==> src/hw/rtl/mte_pkg.sv <==
package mte_pkg;

  // field widths fixed by the stream format
  localparam int SampleW = 16;
  localparam int GainW   = 16;
  localparam int DelayW  = 16;
  localparam int NumW    = 5;
  localparam int FracW   = 14;

  // configuration register indexes
  localparam int CfgIdxW = 2;
  localparam logic [CfgIdxW-1:0] CFG_DELAY = 2'd0;
  localparam logic [CfgIdxW-1:0] CFG_NUM   = 2'd1;
  localparam logic [CfgIdxW-1:0] CFG_GAIN  = 2'd2;

  // register reset values
  localparam logic [DelayW-1:0] DELAY_RST = 16'd0;
  localparam logic [NumW-1:0]   NUM_RST   = 5'd1;
  localparam logic [GainW-1:0]  GAIN_RST  = 16'd8192;

  // microprogram addresses
  localparam int StepW = 3;
  localparam logic [StepW-1:0] STEP_IDLE = 3'd0;
  localparam logic [StepW-1:0] STEP_RD   = 3'd1;
  localparam logic [StepW-1:0] STEP_MUL  = 3'd2;
  localparam logic [StepW-1:0] STEP_ACC  = 3'd3;
  localparam logic [StepW-1:0] STEP_OUT  = 3'd4;

  // jump conditions
  localparam logic [1:0] COND_NONE   = 2'd0;
  localparam logic [1:0] COND_NOTAP  = 2'd1;
  localparam logic [1:0] COND_MORE   = 2'd2;
  localparam logic [1:0] COND_ALWAYS = 2'd3;

  typedef struct packed {
    logic             wait_in;  // hold here until an input transfer
    logic             rd;       // read history at current tap index
    logic             mul;      // multiply stage, advance tap lag/index
    logic             acc;      // accumulate, update gain power
    logic             out_en;   // load output register
    logic [1:0]       cond;
    logic [StepW-1:0] jmp;
  } ucode_t;

  typedef struct packed {
    logic in_valid;
    logic out_free;
    logic no_taps;
    logic more;
  } seq_stat_t;

  typedef struct packed {
    logic in_ready;
    logic accept;
    logic rd;
    logic mul;
    logic acc;
    logic load_out;
  } seq_ctrl_t;

  // control store
  function automatic ucode_t ucode_rom(input logic [StepW-1:0] addr);
    ucode_t w;
    w = '0;
    unique case (addr)
      STEP_IDLE: begin
        w.wait_in = 1'b1;
        w.cond    = COND_NOTAP;
        w.jmp     = STEP_OUT;
      end
      STEP_RD: begin
        w.rd = 1'b1;
      end
      STEP_MUL: begin
        w.mul = 1'b1;
      end
      STEP_ACC: begin
        w.acc  = 1'b1;
        w.rd   = 1'b1;
        w.cond = COND_MORE;
        w.jmp  = STEP_MUL;
      end
      STEP_OUT: begin
        w.out_en = 1'b1;
        w.cond   = COND_ALWAYS;
        w.jmp    = STEP_IDLE;
      end
      default: begin
        w.cond = COND_ALWAYS;
        w.jmp  = STEP_IDLE;
      end
    endcase
    return w;
  endfunction

endpackage

==> src/hw/rtl/mte_seq.sv <==
module mte_seq (
  input  logic                clk,
  input  logic                rst_n,
  input  mte_pkg::seq_stat_t  stat,
  output mte_pkg::seq_ctrl_t  ctrl
);
  import mte_pkg::*;

  logic [StepW-1:0] pc_r;
  logic [StepW-1:0] pc_nxt;
  ucode_t           word;
  logic             stall;
  logic             take;

  assign word = ucode_rom(pc_r);

  // hold on missing input or a full output register
  assign stall = (word.wait_in && !stat.in_valid) || (word.out_en && !stat.out_free);

  always_comb begin
    unique case (word.cond)
      COND_NONE:   take = 1'b0;
      COND_NOTAP:  take = stat.no_taps;
      COND_MORE:   take = stat.more;
      COND_ALWAYS: take = 1'b1;
      default:     take = 1'b0;
    endcase
  end

  always_comb begin
    if (stall) begin
      pc_nxt = pc_r;
    end else if (take) begin
      pc_nxt = word.jmp;
    end else begin
      pc_nxt = pc_r + StepW'(1);
    end
  end

  always_ff @(posedge clk) begin
    if (!rst_n) begin
      pc_r <= STEP_IDLE;
    end else begin
      pc_r <= pc_nxt;
    end
  end

  // decoded strobes for the datapath
  assign ctrl.in_ready = word.wait_in;
  assign ctrl.accept   = word.wait_in && stat.in_valid;
  assign ctrl.rd       = word.rd;
  assign ctrl.mul      = word.mul;
  assign ctrl.acc      = word.acc;
  assign ctrl.load_out = word.out_en && stat.out_free;

endmodule
==> config.mk <==
export PLATFORM = sky130hd
export DESIGN_NAME = mte_seq
export DESIGN_NICKNAME = d
export VERILOG_FILES = /design/src/hw/rtl/mte_pkg.sv /design/src/hw/rtl/mte_seq.sv
export SDC_FILE = /design/constraint.sdc
export NUM_CORES = 1
export LEC_CHECK = 0
export ABC_AREA = 1
export BUFFER_PORTS_ARGS = -buffer_cell sky130_fd_sc_hd__buf_2
export CAP_MARGIN = 10
export CORE_AREA = 2 2 39 41
export CTS_CLUSTER_SIZE = 20
export DETAILED_ROUTE_END_ITERATION = 8
export DIE_AREA = 0 0 41 43
export PLACE_DENSITY = 0.55
export REMOVE_ABC_BUFFERS = 1
export SLEW_MARGIN = 10
export SYNTH_ARGS = -nofsm -noshare
export SYNTH_HDL_FRONTEND = slang
export SYNTH_SLANG_ARGS = --single-unit
==> constraint.sdc <==
create_clock -name clk -period 2.5 [get_ports clk]
set_clock_uncertainty 0.2 [all_clocks]
set_input_delay 0.375 -clock clk [delete_from_list [all_inputs] [get_ports clk]]
set_output_delay 0.375 -clock clk [all_outputs]
set_load 0.02 [all_outputs]
---- Word-level counts from Yosys, hierarchy flattened ----
Index checks and enable logic that the tools add are counted.
storage, ports and cells
  register bits ........................... 3
  word-level logic and storage cells ...... 28
cells by class
  $add $sub $neg .......................... 1
  reduce and logical (&&, ||, !) cells .... 11
  equal/unequal tests ..................... 7
  mux-type cells .......................... 8
operators by type and width
  cell                 count
  $pmux 5 s3           1
  $eq 3x2->1 const B   2
  $mux 1               5
  $eq 2x2->1 const B   2
  $logic_and 1x1->1    4
  $pmux 1 s4           1
  $reduce_or 2->1      2
  $add 3x1->3 const B  1
  $eq 3x1->1 const B   1
  $eq 3x3->1 const B   1
  $logic_not 3->1      1
  $mux 3               1
  $eq 2x1->1 const B   1
  $logic_not 1->1      2
  $logic_not 2->1      1
  $logic_or 1x1->1     1

---- Logic depth before layout (Yosys ltp) ----
  depth after elaboration ................. 6
  mapped depth ............................ 10
  depth with buffers taken out ............ 10

---- Least setup slack after synthesis ----
No wires, ideal clock.
  path kind ............................... register to register
  start point ............................. reg pc_r[0]
  end point ............................... reg pc_r[1]
  arrival time ............................ 1.409 ns
  stages on the path, launching flop included .. 10
  required time ........................... 2.191 ns
  library setup time ...................... 0.109 ns
  path slack .............................. 0.782 ns
  path through ............................ dfxtp_1 -> ha_1 -> ha_1 -> or2_4 -> nand2_4 -> nand2_1 -> nand2_1 -> nand3_1 -> nand2_1 -> inv_1
on the way
  word-level cells in the longest chain between the ends .. 6
RTL lines
  item                                             RTL line       text
  start: declaration                               mte_seq.sv:9   logic [StepW-1:0] pc_r;
  start signal: assignment                         mte_seq.sv:44  pc_r <= pc_nxt;
  $eq 3x2->1 / $eq 3x1->1 (equally long branches)  mte_pkg.sv:65  unique case (addr)
  $reduce_or 2->1 (no source line)                 -
  $pmux 5 s3                                       mte_pkg.sv:65
  $eq 2x2->1, or another cell as far along         mte_seq.sv:21  unique case (word.cond)
  $pmux 1 s4                                       mte_seq.sv:21
  $mux 3                                           mte_seq.sv:33  end else if (take) begin
Several ways; a longest one is shown, not always the timed one.
A chain may end at the register's enable or synchronous reset.

==> impl_metrics.xml <==
<?xml version="1.0" encoding="UTF-8"?>
<metrics>
  <group name="sta">
    <metric name="fin_worst_hold_slack" unit="ps">207.4</metric>
    <metric name="setup_repair_after_global_routing_missed_its_margin" unit="">no</metric>
    <metric name="period_minus_slack" unit="ps">1934</metric>
    <metric name="maxSlewHeadroom" unit="%">84.61</metric>
    <metric name="setup_viol_count_final" unit="">0</metric>
    <metric name="timing.fmax" unit="MHz">517.0</metric>
    <metric name="setup_tns" unit="ps">0</metric>
    <metric name="timing_max_transition_violations_final" unit="">0</metric>
    <metric name="least_margin_pin_slew" unit="ps">228.4</metric>
    <metric name="timing.final.crit_share" unit="%">77.38</metric>
    <metric name="final_critical_path_setup_slack" unit="ps">565.6</metric>
    <metric name="report.final.hold_viol_count" unit="">0</metric>
  </group>
  <group name="cts">
    <metric name="cts_buffer_depth" unit="">2</metric>
    <metric name="cts_hold_buf" unit="">0</metric>
    <metric name="cts.reportedPaths.clkPinSlew" unit="ps">30</metric>
    <metric name="cts.repair_timing.setup_buffer_count" unit="">0</metric>
    <metric name="worst_skew_pair.late_latency" unit="ps">230</metric>
    <metric name="cts_tree" unit="">built</metric>
    <metric name="clk_root_buffer_cell" unit="">sky130_fd_sc_hd__clkbuf_4</metric>
    <metric name="ctsResizeCount" unit="">0</metric>
    <metric name="htree_levels" unit="">1</metric>
    <metric name="cts-buffers-inserted" unit="">3</metric>
    <metric name="clkSinkCount" unit="">3</metric>
  </group>
  <group name="placed_design">
    <metric name="io_buffer_count" unit="">11</metric>
    <metric name="placement.cell_area" unit="sq um">395.4</metric>
    <metric name="placement.setup.worst_slack" unit="ps">780.0</metric>
    <metric name="globalplace.congestion" unit="">0.7035</metric>
    <metric name="hpwl" unit="um">548.2</metric>
  </group>
  <group name="worst_setup_path">
    <metric name="cp-end-kind" unit="">output port</metric>
    <metric name="r2r_slack" unit="ps">790</metric>
    <metric name="critical_path_class" unit="">register to output port</metric>
    <metric name="timing.reg2reg.worst_path_depth" unit="">9</metric>
    <metric name="worstPathArrival" unit="ps">1360</metric>
    <metric name="critPathLaunch" unit="">pc_r[0]$_SDFFE_PN0N_</metric>
    <metric name="r2r-end" unit="">pc_r[1]$_SDFFE_PN0N_</metric>
    <metric name="rr_startpoint" unit="">pc_r[0]$_SDFFE_PN0N_</metric>
    <metric name="maximum_fanout_count_along_the_critical_path" unit="">5</metric>
    <metric name="worstPathRequired" unit="ps">1920</metric>
    <metric name="startpoint_type" unit="">register</metric>
  </group>
  <group name="detailed_routing">
    <metric name="drt_wirelength" unit="um">623</metric>
    <metric name="remaining_drc_errors" unit="">0</metric>
    <metric name="avgRoutedWirePerCell" unit="um">7.886</metric>
    <metric name="firstDrtPassIters" unit="">2</metric>
    <metric name="detail_route_antenna_nets" unit="">0</metric>
    <metric name="routed-via-count" unit="">319</metric>
    <metric name="number_of_drc_markers_after_the_initial_detailed_route_iteration" unit="">4</metric>
    <metric name="vias_per_cell" unit="">4.038</metric>
  </group>
  <group name="cells_and_area">
    <metric name="layout_common_cells" unit="">11 x sky130_fd_sc_hd__inv_1, 11 x sky130_fd_sc_hd__buf_2, 9 x sky130_fd_sc_hd__nand2_1, 5 x sky130_fd_sc_hd__ha_1</metric>
    <metric name="max_flop_register" unit="">pc_r</metric>
    <metric name="area_delta_synth_final" unit="%">31.64</metric>
    <metric name="largest_reg_flops" unit="">3</metric>
    <metric name="total_inserted_antenna_cells" unit="">0</metric>
    <metric name="biggestRegsByFlops" unit="">pc_r (3)</metric>
    <metric name="utilization" unit="%">30.47</metric>
    <metric name="drive_gt1_share" unit="%">36.51</metric>
    <metric name="post_route_design_area" unit="sq um">421.7</metric>
    <metric name="fill_cells" unit="">157</metric>
    <metric name="design.final.nets" unit="">75</metric>
  </group>
  <group name="synth">
    <metric name="post_synth_design_cell_area" unit="sq um">320.3</metric>
    <metric name="seq_cells_post_synth" unit="">3</metric>
    <metric name="sequential_fraction_of_the_synthesis_area" unit="%">18.75</metric>
    <metric name="postSynthCellCount" unit="">48</metric>
    <metric name="syn_avg_cell_area" unit="sq um">6.673</metric>
    <metric name="count_of_warnings_emitted_by_yosys" unit="">0</metric>
    <metric name="synthDistinctLibCells" unit="">16</metric>
  </group>
  <group name="floorplan">
    <metric name="initial_core_utilization" unit="%">23.15</metric>
    <metric name="dieHeight" unit="um">43</metric>
    <metric name="die-area" unit="sq um">1763</metric>
    <metric name="num_io_pins" unit="">12</metric>
    <metric name="design.core.area" unit="sq um">1384</metric>
    <metric name="core.rowCount" unit="">14</metric>
    <metric name="horizontal_die_dimension" unit="um">41</metric>
  </group>
  <group name="min_path">
    <metric name="worstHoldStart" unit="">rst_n</metric>
    <metric name="worstHoldEndpoint" unit="">pc_r[2]$_SDFFE_PN0N_</metric>
    <metric name="min_path_type" unit="">primary input to register</metric>
    <metric name="hold-path-cell-count" unit="">3</metric>
  </group>
  <group name="outcome">
    <metric name="status" unit="">completed</metric>
  </group>
  <group name="global_route">
    <metric name="grt_antenna_before_repair" unit="">0</metric>
    <metric name="grt_overflow_total" unit="">0</metric>
    <metric name="first_global_vias" unit="">284</metric>
    <metric name="grt.total_usage" unit="%">9.619</metric>
    <metric name="maximum_number_of_pins_on_one_net_before_global_route_repair" unit="">6</metric>
    <metric name="grt_first_pass_wirelength" unit="mm">1.117</metric>
  </group>
  <group name="flow_run">
    <metric name="number_of_maximum_capacitance_violations" unit="">0</metric>
  </group>
  <group name="pwr">
    <metric name="power_density" unit="nW/um^2">1383</metric>
    <metric name="cellLeakagePower" unit="nW">0.2500</metric>
    <metric name="max-vdd-ir-drop" unit="V">0.0003216</metric>
  </group>
</metrics>
==> worst max-delay path by stage <==
| stage | depth (start not counted) | slack, ps | to |
|---|---|---|---|
| after global routing | 5 | 480 | ctrl[3] |
| after global placement | 9 | 800 | pc_r[1]$_SDFFE_PN0N_ |
| after CTS | 5 | 550 | ctrl[3] |
| after floorplan | 9 | 780 | pc_r[1]$_SDFFE_PN0N_ |
| after detailed placement | 9 | 780 | pc_r[1]$_SDFFE_PN0N_ |
| final | 5 | 570 | ctrl[3] |
==> power breakdown <==
group,internal [mW],switching (mW)
clock,0.0596,0.0226
sequential,0.0703,0.0208
combinational,0.146,0.264
==> per-layer routing <==
metal  part of all wire (%)  track usage [%]  vias up
li1                       -                -      177
met1                     47            10.86      134
met2                     46            13.75        8
met3                    7.1            7.853        0
met4                      0            2.000        0
met5                      0                0        -
==> Yosys cell counts <==
| library cell | n | area share, % |
|---|---|---|
| sky130_fd_sc_hd__a21oi_1 | 2 | 3.1 |
| sky130_fd_sc_hd__a21oi_2 | 2 | 5.5 |
| sky130_fd_sc_hd__dfxtp_1 | 3 | 19 |
| sky130_fd_sc_hd__ha_1 | 5 | 20 |
| sky130_fd_sc_hd__inv_1 | 11 | 13 |
| sky130_fd_sc_hd__inv_2 | 1 | 1.2 |
| sky130_fd_sc_hd__nand2_1 | 9 | 11 |
| sky130_fd_sc_hd__nand2_2 | 3 | 5.9 |
| sky130_fd_sc_hd__nand2_4 | 1 | 3.5 |
| sky130_fd_sc_hd__nand3_1 | 3 | 4.7 |
| sky130_fd_sc_hd__nand3_2 | 1 | 3.1 |
| sky130_fd_sc_hd__nand4_1 | 1 | 2.0 |
| sky130_fd_sc_hd__nor2_1 | 3 | 3.5 |
| sky130_fd_sc_hd__o21ai_0 | 1 | 1.6 |
| sky130_fd_sc_hd__o21ai_1 | 1 | 1.6 |
| sky130_fd_sc_hd__or2_4 | 1 | 2.7 |
==> critical path, stage by stage (launching register included) <==
cell                      delay, ps
sky130_fd_sc_hd__dfxtp_1        320
sky130_fd_sc_hd__ha_1           210
sky130_fd_sc_hd__ha_1           240
sky130_fd_sc_hd__a21oi_2        160
sky130_fd_sc_hd__inv_1           50
sky130_fd_sc_hd__buf_2          150
==> logic make-up (layout without fill, tap and decap cells) <==
group | Yosys count | in the layout | share of synthesized area [%]
compound gates | 6 | 6 | 11.72
flops | 3 | 3 | 18.75
simple gates | 22 | 22 | 35.94
buf+inv | 12 | 27 | 14.06
fa+ha+maj | 5 | 5 | 19.53
==> stage by stage <==
stage	power, mW	std cells
after global placement	0.5083	75
final	0.5830	79
after global routing	0.6560	79
after floorplan	0.4137	48
after detailed placement	0.5069	75
after CTS	0.5953	79
==> area by class of cell <==
class | instances | area [sq um] | area share [%]
Clock buffer | 4 | 26.28 | 6.231
Inverter | 12 | 45.04 | 10.68
Multi-Input combinational cell | 33 | 215.2 | 51.04
Sequential cell | 3 | 60.06 | 14.24
Tap cell | 16 | 20.02 | 4.748
Timing Repair Buffer | 11 | 55.05 | 13.06
Power figures use the tool's default switching activity.
